File: src/design/assert_macros.svh
// Assertion macros for the design files that carry checks (the top level includes them).
`ifndef ASSERT_MACROS_SVH
`define ASSERT_MACROS_SVH

// Same-cycle implication, disabled while reset is low.
`define ASSERT_IMPLIES(label, clk, rst_n, ante, cons) \
    label: assert property (@(posedge clk) disable iff (!(rst_n)) (ante) |-> (cons)) \
        else $error("assertion failed: same-cycle implication");

// Next-cycle implication, disabled while reset is low.
`define ASSERT_NEXT(label, clk, rst_n, ante, cons) \
    label: assert property (@(posedge clk) disable iff (!(rst_n)) (ante) |=> (cons)) \
        else $error("assertion failed: next-cycle implication");

`endif

File: src/design/i2cee_pkg.sv
// Package with the types, step codes and constants of the EEPROM access master.
`default_nettype none
package i2cee_pkg;

    localparam int STEP_W     = 4;
    localparam int CFG_IDX_W  = 1;
    localparam int CFG_DATA_W = 16;

    localparam logic [STEP_W-1:0] ST_IDLE   = 4'd0;
    localparam logic [STEP_W-1:0] ST_START1 = 4'd1;
    localparam logic [STEP_W-1:0] ST_DEVW   = 4'd2;
    localparam logic [STEP_W-1:0] ST_WADDR  = 4'd3;
    localparam logic [STEP_W-1:0] ST_WDATA  = 4'd4;
    localparam logic [STEP_W-1:0] ST_START2 = 4'd5;
    localparam logic [STEP_W-1:0] ST_DEVR   = 4'd6;
    localparam logic [STEP_W-1:0] ST_RDATA  = 4'd7;
    localparam logic [STEP_W-1:0] ST_STOP   = 4'd8;

    localparam logic [CFG_IDX_W-1:0] CFG_DEVICE_ADDRESS = 1'd0;
    localparam logic [CFG_IDX_W-1:0] CFG_PHASE_TICKS    = 1'd1;

    localparam logic [6:0]  DEVICE_ADDRESS_RST = 7'd80;
    localparam logic [15:0] PHASE_TICKS_RST    = 16'd5;

    // Read/write bit appended to the device address.
    localparam logic RW_WRITE = 1'b0;
    localparam logic RW_READ  = 1'b1;

    // Operation codes of a request.
    localparam logic OP_WRITE = 1'b0;
    localparam logic OP_READ  = 1'b1;

    typedef struct packed {
        logic       start_request;
        logic       operation;
        logic [7:0] word_address;
        logic [7:0] write_data;
        logic       sda_in;
    } t_req;

    typedef struct packed {
        logic       scl_level;
        logic       sda_level;
        logic       busy_res;
        logic       done_res;
        logic [7:0] read_data;
    } t_res;

endpackage
`default_nettype wire

File: src/design/i2cee_req_if.sv
// Request channel interface: one bus tick with its request fields.
`default_nettype none
interface i2cee_req_if;
    logic       valid;
    logic       ready;
    logic       start_request;
    logic       operation;
    logic [7:0] word_address;
    logic [7:0] write_data;
    logic       sda_in;

    modport source (output valid, start_request, operation, word_address, write_data,
                    sda_in, input ready);
    modport sink (input valid, start_request, operation, word_address, write_data,
                  sda_in, output ready);
endinterface
`default_nettype wire

File: src/design/i2cee_res_if.sv
// Result channel interface: bus levels and status for one tick.
`default_nettype none
interface i2cee_res_if;
    logic       valid;
    logic       ready;
    logic       scl_level;
    logic       sda_level;
    logic       busy_res;
    logic       done_res;
    logic [7:0] read_data;

    modport source (output valid, scl_level, sda_level, busy_res, done_res, read_data,
                    input ready);
    modport sink (input valid, scl_level, sda_level, busy_res, done_res, read_data,
                  output ready);
endinterface
`default_nettype wire

File: src/design/i2cee_in_stage.sv
// Input register stage that captures one tick transfer.
`default_nettype none
module i2cee_in_stage
    import i2cee_pkg::*;
(
    input  wire logic i_clk,
    input  wire logic i_rst_n,
    i2cee_req_if.sink i_req,
    input  wire logic i_advance,
    output t_req      o_item,
    output logic      o_valid
);

    logic r_valid;
    t_req r_item;
    logic w_accept;

    assign i_req.ready = !r_valid || i_advance;
    assign w_accept    = i_req.valid && i_req.ready;

    always_ff @(posedge i_clk) begin
        if (!i_rst_n) begin
            r_valid <= 1'b0;
        end else if (w_accept) begin
            r_valid <= 1'b1;
        end else if (i_advance) begin
            r_valid <= 1'b0;
        end
    end

    always_ff @(posedge i_clk) begin
        if (w_accept) begin
            r_item.start_request <= i_req.start_request;
            r_item.operation     <= i_req.operation;
            r_item.word_address  <= i_req.word_address;
            r_item.write_data    <= i_req.write_data;
            r_item.sda_in        <= i_req.sda_in;
        end
    end

    assign o_item  = r_item;
    assign o_valid = r_valid;

endmodule
`default_nettype wire

File: src/design/i2cee_sequencer.sv
// Bus sequencer: state registers and the per-tick next-state and output logic.
`default_nettype none
module i2cee_sequencer
    import i2cee_pkg::*;
(
    input  wire logic        i_clk,
    input  wire logic        i_rst_n,
    input  wire logic        i_fire,
    input  wire t_req        i_item,
    input  wire logic [6:0]  i_dev_addr,
    input  wire logic [15:0] i_phase_ticks,
    output t_res             o_res,
    output logic [STEP_W-1:0] o_step
);

    logic [STEP_W-1:0] r_step, n_step;
    logic [3:0]        r_bit_pos, n_bit_pos;
    logic [1:0]        r_bit_phase, n_bit_phase;
    logic [15:0]       r_cnt, n_cnt;
    logic [7:0]        r_shift, n_shift;
    logic [16:0]       r_held, n_held;
    logic [7:0]        r_rx, n_rx;

    logic              w_is_byte;
    logic [15:0]       w_limit;
    logic [16:0]       w_cnt_inc;
    logic              w_done;
    logic [STEP_W-1:0] w_after;
    logic              w_scl, w_sda, w_busy;

    function automatic logic [7:0] byte_for(input logic [STEP_W-1:0] step,
                                            input logic [6:0] dev,
                                            input logic [16:0] held);
        logic [7:0] b;
        b = 8'd0;
        case (step)
            ST_DEVW:  b = {dev, RW_WRITE};
            ST_WADDR: b = held[15:8];
            ST_WDATA: b = held[7:0];
            ST_DEVR:  b = {dev, RW_READ};
            default:  b = 8'd0;
        endcase
        return b;
    endfunction

    assign w_is_byte = r_step inside {ST_DEVW, ST_WADDR, ST_WDATA, ST_DEVR, ST_RDATA};
    assign w_limit   = (i_phase_ticks == 16'd0) ? 16'd1 : i_phase_ticks;
    assign w_cnt_inc = {1'b0, r_cnt} + 17'd1;

    // Step that follows a finished byte (acknowledge clock done).
    always_comb begin
        case (r_step)
            ST_DEVW:  w_after = ST_WADDR;
            ST_WADDR: w_after = (r_held[16] == OP_READ) ? ST_START2 : ST_WDATA;
            ST_DEVR:  w_after = ST_RDATA;
            default:  w_after = ST_STOP;
        endcase
    end

    // Bus levels reflect the state at the start of the tick.
    always_comb begin
        w_scl  = 1'b1;
        w_sda  = 1'b1;
        w_busy = 1'b0;
        if (r_step == ST_START1 || r_step == ST_START2) begin
            w_scl  = (r_bit_phase == 2'd1) || (r_bit_phase == 2'd2);
            w_sda  = (r_bit_phase <= 2'd1);
            w_busy = 1'b1;
        end else if (r_step == ST_STOP) begin
            w_scl  = (r_bit_phase >= 2'd1);
            w_sda  = (r_bit_phase >= 2'd2);
            w_busy = 1'b1;
        end else if (w_is_byte) begin
            w_scl  = (r_bit_phase == 2'd1);
            w_sda  = (r_bit_pos < 4'd8 && r_step != ST_RDATA) ? r_shift[7] : 1'b1;
            w_busy = 1'b1;
        end
    end

    always_comb begin
        n_step      = r_step;
        n_bit_pos   = r_bit_pos;
        n_bit_phase = r_bit_phase;
        n_cnt       = r_cnt;
        n_shift     = r_shift;
        n_held      = r_held;
        n_rx        = r_rx;
        w_done      = 1'b0;
        if (r_step == ST_IDLE) begin
            if (i_item.start_request) begin
                n_held      = {i_item.operation, i_item.word_address, i_item.write_data};
                n_step      = ST_START1;
                n_bit_pos   = 4'd0;
                n_bit_phase = 2'd0;
                n_cnt       = 16'd0;
            end
        end else if (w_cnt_inc < {1'b0, w_limit}) begin
            n_cnt = w_cnt_inc[15:0];
        end else begin
            n_cnt = 16'd0;
            if (r_step == ST_START1 || r_step == ST_START2) begin
                if (r_bit_phase == 2'd3) begin
                    n_step      = (r_step == ST_START1) ? ST_DEVW : ST_DEVR;
                    n_bit_pos   = 4'd0;
                    n_bit_phase = 2'd0;
                    n_shift     = byte_for(n_step, i_dev_addr, r_held);
                end else begin
                    n_bit_phase = r_bit_phase + 2'd1;
                end
            end else if (r_step == ST_STOP) begin
                if (r_bit_phase >= 2'd2) begin
                    n_step      = ST_IDLE;
                    n_bit_pos   = 4'd0;
                    n_bit_phase = 2'd0;
                    w_done      = 1'b1;
                end else begin
                    n_bit_phase = r_bit_phase + 2'd1;
                end
            end else if (w_is_byte) begin
                // Read bits are sampled at the end of the SCL-high phase.
                if (r_bit_phase == 2'd1 && r_step == ST_RDATA && r_bit_pos < 4'd8) begin
                    n_shift = {r_shift[6:0], i_item.sda_in};
                end
                if (r_bit_phase < 2'd2) begin
                    n_bit_phase = r_bit_phase + 2'd1;
                end else begin
                    n_bit_phase = 2'd0;
                    if (r_bit_pos < 4'd8) begin
                        if (r_step != ST_RDATA) begin
                            n_shift = {r_shift[6:0], 1'b0};
                        end else if (r_bit_pos == 4'd7) begin
                            n_rx = r_shift;
                        end
                        n_bit_pos = r_bit_pos + 4'd1;
                    end else begin
                        n_step    = w_after;
                        n_bit_pos = 4'd0;
                        if (w_after != ST_STOP && w_after != ST_START2) begin
                            n_shift = byte_for(w_after, i_dev_addr, r_held);
                        end
                    end
                end
            end else begin
                n_step      = ST_IDLE;
                n_bit_pos   = 4'd0;
                n_bit_phase = 2'd0;
            end
        end
    end

    always_ff @(posedge i_clk) begin
        if (!i_rst_n) begin
            r_step      <= ST_IDLE;
            r_bit_pos   <= 4'd0;
            r_bit_phase <= 2'd0;
            r_cnt       <= 16'd0;
            r_shift     <= 8'd0;
            r_held      <= 17'd0;
            r_rx        <= 8'd0;
        end else if (i_fire) begin
            r_step      <= n_step;
            r_bit_pos   <= n_bit_pos;
            r_bit_phase <= n_bit_phase;
            r_cnt       <= n_cnt;
            r_shift     <= n_shift;
            r_held      <= n_held;
            r_rx        <= n_rx;
        end
    end

    assign o_res.scl_level = w_scl;
    assign o_res.sda_level = w_sda;
    assign o_res.busy_res  = w_busy;
    assign o_res.done_res  = w_done;
    assign o_res.read_data = n_rx;
    assign o_step          = r_step;

endmodule
`default_nettype wire

File: src/design/i2cee_out_stage.sv
// Result register stage that holds one tick result until it is taken.
`default_nettype none
module i2cee_out_stage
    import i2cee_pkg::*;
(
    input  wire logic   i_clk,
    input  wire logic   i_rst_n,
    input  wire logic   i_load,
    input  wire t_res   i_res,
    i2cee_res_if.source o_res,
    output logic        o_free
);

    logic r_valid;
    t_res r_res;

    assign o_free = !r_valid || o_res.ready;

    always_ff @(posedge i_clk) begin
        if (!i_rst_n) begin
            r_valid <= 1'b0;
        end else if (i_load) begin
            r_valid <= 1'b1;
        end else if (o_res.ready) begin
            r_valid <= 1'b0;
        end
    end

    always_ff @(posedge i_clk) begin
        if (i_load) begin
            r_res <= i_res;
        end
    end

    assign o_res.valid     = r_valid;
    assign o_res.scl_level = r_res.scl_level;
    assign o_res.sda_level = r_res.sda_level;
    assign o_res.busy_res  = r_res.busy_res;
    assign o_res.done_res  = r_res.done_res;
    assign o_res.read_data = r_res.read_data;

endmodule
`default_nettype wire

File: src/design/i2c_eeprom_byte_access_master_core.sv
// Top level of the I2C EEPROM single-byte access master.
// A tick transfer held in the input register passes through the sequencer logic into
// the result register whenever the result register is free or is being emptied.
// Throughput: one tick transfer per clock cycle under that same condition, set by the single
// pass from input register through the sequencer logic to the result register.
// Reset (i_rst_n low at a clock edge) empties both stages, puts the sequencer in idle
// and restores device_address to 80 and phase_ticks to 5.
`default_nettype none
`include "assert_macros.svh"
module i2c_eeprom_byte_access_master_core
    import i2cee_pkg::*;
(
    input  wire logic                  i_clk,
    input  wire logic                  i_rst_n,
    i2cee_req_if.sink                  i_req,
    i2cee_res_if.source                o_res,
    input  wire logic                  i_cfg_we,
    input  wire logic [CFG_IDX_W-1:0]  i_cfg_idx,
    input  wire logic [CFG_DATA_W-1:0] i_cfg_wdata
);

    // Configuration registers. A write takes effect at once, also in the middle
    // of an access, and the sequencer reads them directly.
    logic [6:0]  r_dev_addr;
    logic [15:0] r_phase_ticks;

    always_ff @(posedge i_clk) begin
        if (!i_rst_n) begin
            r_dev_addr    <= DEVICE_ADDRESS_RST;
            r_phase_ticks <= PHASE_TICKS_RST;
        end else if (i_cfg_we) begin
            case (i_cfg_idx)
                CFG_DEVICE_ADDRESS: r_dev_addr    <= i_cfg_wdata[6:0];
                CFG_PHASE_TICKS:    r_phase_ticks <= i_cfg_wdata;
                default: ;
            endcase
        end
    end

    // The input stage holds one tick transfer. It moves into the sequencer and
    // the result register together, whenever the result register is free or is
    // being emptied in the same cycle, so the whole pipeline stalls as one.
    t_req              w_item;
    logic              w_in_valid;
    logic              w_out_free;
    logic              w_advance;
    t_res              w_res;
    logic [STEP_W-1:0] w_step;

    assign w_advance = w_in_valid && w_out_free;

    i2cee_in_stage u_in_stage (
        .i_clk     (i_clk),
        .i_rst_n   (i_rst_n),
        .i_req     (i_req),
        .i_advance (w_advance),
        .o_item    (w_item),
        .o_valid   (w_in_valid)
    );

    // The sequencer updates its bus state once per advanced tick and computes
    // the levels, status and read byte for that tick.
    i2cee_sequencer u_sequencer (
        .i_clk         (i_clk),
        .i_rst_n       (i_rst_n),
        .i_fire        (w_advance),
        .i_item        (w_item),
        .i_dev_addr    (r_dev_addr),
        .i_phase_ticks (r_phase_ticks),
        .o_res         (w_res),
        .o_step        (w_step)
    );

    i2cee_out_stage u_out_stage (
        .i_clk   (i_clk),
        .i_rst_n (i_rst_n),
        .i_load  (w_advance),
        .i_res   (w_res),
        .o_res   (o_res),
        .o_free  (w_out_free)
    );

    // A finishing tick is always the last tick of STOP, so it reports busy.
    `ASSERT_IMPLIES(a_done_is_busy, i_clk, i_rst_n, w_advance && w_res.done_res, w_res.busy_res)
    // After the finishing tick the sequencer is back in idle.
    `ASSERT_NEXT(a_done_to_idle, i_clk, i_rst_n, w_advance && w_res.done_res, w_step == ST_IDLE)
    // While the pipeline is stalled, the bus state must not move.
    `ASSERT_NEXT(a_stall_holds_step, i_clk, i_rst_n, !w_advance, $stable(w_step))

endmodule
`default_nettype wire
File: src/flat_wrapper.sv
// flat-port wrapper written by rule: the top's interface ports become plain ports
module i2c_eeprom_byte_access_master_core_flat import i2cee_pkg::*;
  (i_clk, i_rst_n, i_cfg_we, i_cfg_idx, i_cfg_wdata, i_req_valid, i_req_start_request, i_req_operation, i_req_word_address, i_req_write_data, i_req_sda_in, i_req_ready, o_res_valid, o_res_scl_level, o_res_sda_level, o_res_busy_res, o_res_done_res, o_res_read_data, o_res_ready);
  i2cee_req_if i_req_i ();
  i2cee_res_if o_res_i ();
  input  wire logic i_clk;
  input  wire logic i_rst_n;
  input  wire logic i_cfg_we;
  input  wire logic [CFG_IDX_W-1:0] i_cfg_idx;
  input  wire logic [CFG_DATA_W-1:0] i_cfg_wdata;
  input wire logic [$bits(i_req_i.valid)-1:0] i_req_valid;
  input wire logic [$bits(i_req_i.start_request)-1:0] i_req_start_request;
  input wire logic [$bits(i_req_i.operation)-1:0] i_req_operation;
  input wire logic [$bits(i_req_i.word_address)-1:0] i_req_word_address;
  input wire logic [$bits(i_req_i.write_data)-1:0] i_req_write_data;
  input wire logic [$bits(i_req_i.sda_in)-1:0] i_req_sda_in;
  output wire logic [$bits(i_req_i.ready)-1:0] i_req_ready;
  output wire logic [$bits(o_res_i.valid)-1:0] o_res_valid;
  output wire logic [$bits(o_res_i.scl_level)-1:0] o_res_scl_level;
  output wire logic [$bits(o_res_i.sda_level)-1:0] o_res_sda_level;
  output wire logic [$bits(o_res_i.busy_res)-1:0] o_res_busy_res;
  output wire logic [$bits(o_res_i.done_res)-1:0] o_res_done_res;
  output wire logic [$bits(o_res_i.read_data)-1:0] o_res_read_data;
  input wire logic [$bits(o_res_i.ready)-1:0] o_res_ready;
  assign i_req_i.valid = i_req_valid;
  assign i_req_i.start_request = i_req_start_request;
  assign i_req_i.operation = i_req_operation;
  assign i_req_i.word_address = i_req_word_address;
  assign i_req_i.write_data = i_req_write_data;
  assign i_req_i.sda_in = i_req_sda_in;
  assign i_req_ready = i_req_i.ready;
  assign o_res_valid = o_res_i.valid;
  assign o_res_scl_level = o_res_i.scl_level;
  assign o_res_sda_level = o_res_i.sda_level;
  assign o_res_busy_res = o_res_i.busy_res;
  assign o_res_done_res = o_res_i.done_res;
  assign o_res_read_data = o_res_i.read_data;
  assign o_res_i.ready = o_res_ready;
  i2c_eeprom_byte_access_master_core u_core (.i_clk(i_clk), .i_rst_n(i_rst_n), .i_req(i_req_i), .o_res(o_res_i), .i_cfg_we(i_cfg_we), .i_cfg_idx(i_cfg_idx), .i_cfg_wdata(i_cfg_wdata));
endmodule
File: config.mk
export PLATFORM = sky130hd
export DESIGN_NAME = i2c_eeprom_byte_access_master_core_flat
export DESIGN_NICKNAME = d
export VERILOG_FILES = /design/src/design/i2cee_pkg.sv /design/src/design/i2cee_req_if.sv /design/src/design/i2cee_res_if.sv /design/src/design/i2cee_in_stage.sv /design/src/design/i2cee_sequencer.sv /design/src/design/i2cee_out_stage.sv /design/src/design/i2c_eeprom_byte_access_master_core.sv /design/src/flat_wrapper.sv
export VERILOG_INCLUDE_DIRS = /design/src /design/src/design
export SDC_FILE = /design/constraint.sdc
export NUM_CORES = 1
export LEC_CHECK = 0
export BUFFER_PORTS_ARGS = -buffer_cell sky130_fd_sc_hd__buf_4
export CORE_AREA = 4 4 104 116
export CTS_CLUSTER_SIZE = 30
export DETAILED_ROUTE_END_ITERATION = 10
export DIE_AREA = 0 0 108 120
export HOLD_SLACK_MARGIN = 0.05
export MAX_ROUTING_LAYER = met4
export PLACE_DENSITY_LB_ADDON = 0.25
export SLEW_MARGIN = 10
export SYNTH_ARGS = -nofsm -noshare
export SYNTH_HDL_FRONTEND = slang
export SYNTH_SLANG_ARGS = --single-unit
File: constraint.sdc
create_clock -name i_clk -period 3.9 [get_ports i_clk]
set_input_delay 1.17 -clock i_clk [delete_from_list [all_inputs] [get_ports i_clk]]
set_output_delay 1.17 -clock i_clk [all_outputs]
set_load 0.02 [all_outputs]
==> results.json, run 1 <==
{
  "fmax_mhz": 272,
  "antenna_found_initial": 0,
  "design.core.area_um2": 10900,
  "critPathRequiredTime_ns": 4.22,
  "synthTopCellsByCount": "nand2_1, dfxtp_1, nor2_1",
  "yosys.cell_types.count": 65,
  "holdCritPathClass": "reg2reg",
  "hold_viol": 0,
  "avgSynthCellArea_um2": 9.44,
  "nFillCells": 908,
  "area_delta_synth_final_pct": 18.7,
  "cp_common_cell": "nand3_2",
  "grt.overflow.total": 0,
  "ant_nets": 0,
  "p_per_area_nw_per_um2": 449,
  "crit_path_top_delay_cell": "or4_1",
  "synthFlopType": "dfxtp_1",
  "relSlewSlack_pct": 42.7,
  "clk_pin_slew_worst_paths_ns": 0.05,
  "postCtsHoldBufs": 0,
  "rr_startpoint": "u_core.u_sequencer.r_cnt[3]",
  "maxCapViolations": 0,
  "path_cells": "nand3_2 > or4_1 > nor3_4 > nand3_2 > xnor2_2 > ha_1 > nand3_1 > nor3_2 > nand4_1 > o211ai_4 > buf_4 > o211ai_2 > or2_1 > o31ai_1",
  "drive_gt1_share_pct": 19.6,
  "wire_per_inst_um": 15.9,
  "async_reset_ff_share_pct": 0,
  "r2r_slack_ns": 0.22,
  "reg2reg_depth": 14,
  "syn_inst": 601,
  "ys_top_cells_by_area": "dfxtp_1, edfxtp_1, nand2_1",
  "core.rowCount": 40,
  "setup-tns-final_ns": 0,
  "vias_per_cell": 5.61,
  "grt_pass1_vias": 4537,
  "finalCritPeriodShare_pct": 94.4,
  "cts_tree": "built",
  "hold_depth": 2,
  "initial_utilization_pct": 52.3,
  "grt_setup_unrepaired": "no",
  "hold_end": "u_core.u_sequencer.r_rx[0]",
  "ys_ff_latch": 115,
  "critPathKind": "reg2reg",
  "synth_top_area_cell": "dfxtp_1",
  "boundaryPins": 55,
  "place_hpwl_mm": 9.33,
  "clock_sinks": 115,
  "cts_max_level": 4,
  "yosysMostFrequentCell": "nand2_1",
  "finalSetupViolCount": 0,
  "synth_edf_count": 31,
  "initialDrtViolationCount": 407,
  "p_leak_nw": 2.76,
  "cts_buffer_depth": 2,
  "nets": 713,
  "finalCriticalPeriod_ns": 3.68,
  "total_power_mw": 3.02,
  "die_h_um": 120,
  "ir_drop_mv": 0.257,
  "numCtsBuffers": 17,
  "reg2reg_to": "u_core.u_sequencer.r_bit_pos[0]",
  "arrival_ns": 4.00,
  "io_buffers": 54,
  "startpoint_type": "register",
  "wl_mm": 12.9,
  "end_kind": "register",
  "grt_max_degree": 37,
  "drc": 0,
  "yosysWarnings": 0,
  "crit_path_max_incr_delay_ns": 0.60,
  "drv_slew": 0,
  "die_w_um": 108,
  "critical-path-top-delay-family": "simple AND/OR/NAND/NOR gates",
  "grt.total_usage_pct": 21.7,
  "netlist_area_um2": 5680,
  "diodes": 0,
  "root_buffer": "clkbuf_16",
  "fin_hold_ws_ns": 0.456,
  "drtPass1Iterations": 8,
  "path_buf_inv": 1,
  "hp-start": "u_core.u_sequencer.r_rx[0]",
  "worst_pin_slew_ns": 0.850,
  "dieArea_um2": 13000,
  "status": "completed",
  "gp_congestion": 0.901,
  "vias": 4541,
  "clock_latency_ns": 0.41,
  "synth_top_area_share_pct": 29.6,
  "yosysSeqAreaShare_pct": 46.0,
  "crit_fanout": 8,
  "cts_setup_buffers": 0,
  "synth_nets": 664,
  "grt_pass1_wl_mm": 21.7,
  "clock_skew_ns": 0.00858
}
-- what timing repair did --
action | 4_1_cts | 5_1_grt
gates resized for setup | 0 | 2
hold endpoints to repair | 0 | 0
endpoints found under the setup margin | 0 | 43
-- worst max path at each step --
stage / from / to / slack, ns / cells after the start
6_report: u_core.u_sequencer.r_cnt[3] / u_core.u_sequencer.r_bit_pos[0] / 0.22 / 14
5_1_grt: u_core.u_sequencer.r_cnt[0] / u_core.u_sequencer.r_cnt[1] / 0.002 / 16
2_1_floorplan: u_core.u_sequencer.r_cnt[2] / u_core.u_out_stage.o_res.read_data[0] / 0.16 / 14
4_1_cts: u_core.u_sequencer.r_cnt[3] / u_core.u_sequencer.r_shift[0] / 0.04 / 14
3_3_place_gp: u_core.u_sequencer.r_cnt[3] / u_core.u_sequencer.r_shift[0] / 0.21 / 14
3_5_place_dp: u_core.u_sequencer.r_cnt[3] / u_core.u_sequencer.r_shift[0] / 0.03 / 14
-- placed cells by master, fill, tap and decap left out, types with 5 or more instances in the layout --
master,netlist,layout
and2_1,5,5
inv_1,24,24
mux2_2,16,16
nand4_1,5,5
clkbuf_16,0,18
nor2_1,54,54
xnor2_1,7,7
o2111ai_1,7,7
o21ai_0,21,21
mux2i_1,28,28
a21oi_1,39,39
nand2b_1,5,5
a22oi_1,7,7
a32o_1,8,8
buf_4,1,64
ha_1,22,22
nand2_1,101,101
nand3_1,20,20
xor2_1,18,18
dfxtp_1,84,84
edfxtp_1,31,31
-- layer usage --
| metal | vias up | routed length (µm) | global-route usage (%) |
|---|---|---|---|
| met3 | 24 | 651 | 4.52 |
| li1 | 2230 | - | - |
| met4 | 0 | 293 | 9.23 |
| met1 | 2167 | 5380 | 25.4 |
| met2 | 120 | 6550 | 36.0 |
| met5 | - | 0 | - |
-- report_power, final --
group	leakage [nW]	total [mW]	internal (mW)	switching, mW
logic	1.50	0.268	0.105	0.164
registers	0.978	1.30	1.27	0.0310
clock network	0.283	1.45	0.901	0.549
-- flip-flops by register name, indices dropped and copies added, names as in the netlist, 2 cells and up --
register	count
u_core.u_sequencer.r_rx	8
u_core.u_sequencer.r_bit_pos	4
u_core.u_out_stage.o_res.read_data	8
u_core.u_sequencer.r_bit_phase	2
u_core.u_sequencer.r_cnt	16
u_core.u_in_stage.o_item	19
u_core.u_sequencer.o_step	4
u_core.r_dev_addr	7
u_core.u_sequencer.r_shift	8
u_core.r_phase_ticks	16
u_core.u_sequencer.r_held	17
-- final cells by class --
type | instances | area (µm²) | share of cell area [%]
sequential | 115 | 2610 | 38.8
timing repair buffer | 64 | 480 | 7.13
clock buffer | 22 | 495 | 7.35
clock inverter | 10 | 67.6 | 1.00
tap | 147 | 184 | 2.73
multi-input combinational | 428 | 2810 | 41.7
inverter | 24 | 90.1 | 1.34
-- worst reg2reg max path, delay by kind of cell, from the launching register on --
kind | cells | cell delay [ns]
adder cells (fa/ha/maj) | 1 | 0.30
AND/OR/NAND/NOR | 8 | 1.88
XOR/XNOR | 1 | 0.17
AO/OA/AOI/OAI | 3 | 0.64
flip-flops | 1 | 0.41
buffers and inverters | 1 | 0.19
-- cell families (layout without fill, tap and decap cells) --
group	after synthesis	after routing	synth area share, %
adders and majority gates	22	22	4.85
buffers and inverters	58	120	4.63
DFF	115	115	46.0
xor gates and xnor gates	26	26	4.14
muxes	44	44	8.11
and+or+nand+nor	225	225	18.6
AOI/OAI and AO/OA	111	111	13.6
-- per-stage QoR --
step / setup slack [ns] / instance area, µm² / utilization [%] / std cells
after floorplan: 0.159 / 5680 / - / 601
after CTS: 0.0395 / 6730 / 62.0 / 810
after global placement: 0.211 / 6170 / 56.8 / 778
final: 0.220 / 6740 / 62.1 / 810
after global routing: 0.00214 / 6740 / 62.1 / 810
after detailed placement: 0.0344 / 6170 / 56.8 / 778
Power figures use the tool's default switching activity.
==> inputs of run 2 (changes only) <==
--- a/config.mk
+++ b/config.mk
@@ -7,10 +7,11 @@
 export NUM_CORES = 1
 export LEC_CHECK = 0
 export BUFFER_PORTS_ARGS = -buffer_cell sky130_fd_sc_hd__buf_4
-export CORE_AREA = 4 4 104 116
+export CORE_AREA = 4 4 102 114
+export CTS_BUF_LIST = sky130_fd_sc_hd__clkbuf_2 sky130_fd_sc_hd__clkbuf_4 sky130_fd_sc_hd__clkbuf_8
 export CTS_CLUSTER_SIZE = 30
 export DETAILED_ROUTE_END_ITERATION = 10
-export DIE_AREA = 0 0 108 120
+export DIE_AREA = 0 0 106 118
 export HOLD_SLACK_MARGIN = 0.05
 export MAX_ROUTING_LAYER = met4
 export PLACE_DENSITY_LB_ADDON = 0.25
==> run 2 against run 1 <==
Register-to-register slack gained 0.08 ns. Design area shrank 2.5%. Largest power group is now sequential cells. First-iteration DRC count down 37%. Critical path type unchanged.
==> results.json, run 2 (same netlist as run 1, synthesis figures left out) <==
{
  "area_delta_synth_final_pct": 15.7,
  "design.core.area_um2": 10300,
  "grt_pass1_vias": 4262,
  "maxCapViolations": 0,
  "instances_no_fill": 807,
  "initialDrtViolationCount": 257,
  "r2r_slack_ns": 0.30,
  "die_h_um": 118,
  "path_buf_inv": 1,
  "die_w_um": 106,
  "cts_tree": "built",
  "fin_util_pct": 63.5,
  "critical-path-top-delay-family": "simple AND/OR/NAND/NOR gates",
  "hold_end": "u_core.u_sequencer.r_rx[6]",
  "reg2reg_to": "u_core.u_sequencer.o_step[3]",
  "critPathRequiredTime_ns": 4.26,
  "vias": 4461,
  "placed_area_um2": 6170,
  "drc": 0,
  "hold_depth": 2,
  "layout_commonest_cell": "nand2_1",
  "diodes": 0,
  "fin_hold_ws_ns": 0.458,
  "drv_slew": 0,
  "setup-tns-final_ns": 0,
  "rr_startpoint": "u_core.u_sequencer.r_cnt[3]",
  "grt.total_usage_pct": 21.5,
  "final_cell_area_um2": 6570,
  "cts_buffer_depth": 2,
  "gp_congestion": 0.912,
  "place_hpwl_mm": 9.24,
  "largest_reg_flops": 19,
  "wire_per_inst_um": 15.5,
  "relSlewSlack_pct": 42.4,
  "fin_ws_ns": 0.299,
  "grt_max_degree": 37,
  "clock_sinks": 115,
  "clock_skew_ns": 0.00841,
  "core.rowCount": 39,
  "path_cells": "nand3_2 > or4_1 > nor3_4 > nand3_2 > xnor2_2 > ha_1 > nand3_1 > nor3_2 > nand4_1 > o211ai_4 > buf_4 > o2111ai_4 > or3_1 > a21oi_1",
  "worst_pin_slew_ns": 0.855,
  "ir_drop_mv": 0.236,
  "io_buffers": 54,
  "cts_max_level": 4,
  "finalCritPeriodShare_pct": 92.3,
  "clock_latency_ns": 0.43,
  "initial_utilization_pct": 54.9,
  "vias_per_cell": 5.53,
  "clk_pin_slew_worst_paths_ns": 0.07,
  "arrival_ns": 3.96,
  "p_per_area_nw_per_um2": 402,
  "ant_nets": 0,
  "postCtsHoldBufs": 0,
  "dp.cells": 775,
  "total_power_mw": 2.64,
  "drive_gt1_share_pct": 20.3,
  "grt_pass1_wl_mm": 20.9,
  "root_buffer": "clkbuf_8",
  "startpoint_type": "register",
  "nets": 714,
  "dieArea_um2": 12500,
  "layout_common_cells": "nand2_1, dfxtp_1, buf_4, nor2_1, a21oi_1",
  "end_kind": "register",
  "antenna_found_initial": 0,
  "p_leak_nw": 2.68,
  "boundaryPins": 55,
  "cp_common_cell": "nand3_2",
  "finalCriticalPeriod_ns": 3.60,
  "grt.overflow.total": 0,
  "critPathKind": "reg2reg",
  "pre_cts_slack_ns": 0.0374,
  "drtPass1Iterations": 5,
  "grt_setup_unrepaired": "no",
  "crit_fanout": 5,
  "reg2reg_depth": 14,
  "holdCritPathClass": "reg2reg",
  "crit_path_max_incr_delay_ns": 0.60,
  "crit_path_top_delay_cell": "or4_1",
  "hp-start": "u_core.u_sequencer.r_rx[6]",
  "fmax_mhz": 278,
  "status": "completed",
  "wl_mm": 12.5,
  "finalSetupViolCount": 0,
  "numCtsBuffers": 17,
  "hold_viol": 0,
  "nFillCells": 879
}
==> run 2: area by class of cell <==
cell class                      instances  area (µm²)  share of cell area, %
Clock inverter                         13         136                   2.08
Multi-Input combinational cell        428        2810                   42.8
Timing Repair Buffer                   65         488                   7.43
Clock buffer                           19         249                   3.79
Sequential cell                       115        2620                   39.8
Tap cell                              143         179                   2.72
Inverter                               24        90.1                   1.37
==> run 2: layer usage <==
layer,part of all wire [%],routed length [µm],track usage (%),vias to the layer above
met5,0,0,-,-
met3,5.0,628,5.21,20
met1,43,5380,26.3,2099
met2,50,6290,34.8,120
met4,1.7,216,7.53,0
li1,-,-,-,2222
==> run 2: worst register-to-register path: cells and delay by family (launching register included) <==
family | cells | cell delay, ns
buf+inv | 1 | 0.19
fa+ha+maj | 1 | 0.31
compound gates | 3 | 0.56
xor+xnor | 1 | 0.16
flops | 1 | 0.39
simple gates | 8 | 1.94
==> run 2: worst max path at each step <==
stage,startpoint,endpoint,slack [ns],cells after the start
2_1_floorplan,u_core.u_sequencer.r_cnt[2],u_core.u_out_stage.o_res.read_data[0],0.16,14
3_3_place_gp,u_core.u_sequencer.r_cnt[3],u_core.u_sequencer.o_step[3],0.20,14
3_5_place_dp,u_core.u_sequencer.r_cnt[3],u_core.u_out_stage.o_res.read_data[2],0.04,12
4_1_cts,u_core.u_sequencer.r_cnt[3],u_core.u_sequencer.o_step[3],0.02,14
5_1_grt,u_core.u_sequencer.r_cnt[1],u_core.u_sequencer.r_bit_pos[0],0.03,16
6_report,u_core.u_sequencer.r_cnt[3],u_core.u_sequencer.o_step[3],0.30,14
==> run 2: power by group <==
group | internal [mW] | leakage, nW | switching [mW] | total, mW
registers | 1.27 | 0.979 | 0.0303 | 1.30
logic | 0.105 | 1.51 | 0.162 | 0.267
clock network | 0.579 | 0.197 | 0.490 | 1.07
total | 1.96 | 2.68 | 0.682 | 2.64
==> run 2: timing repair <==
item | CTS | global route
resized for setup | 0 | 4
endpoints found under the setup margin | 0 | 47
buffers inserted | 0 | 0
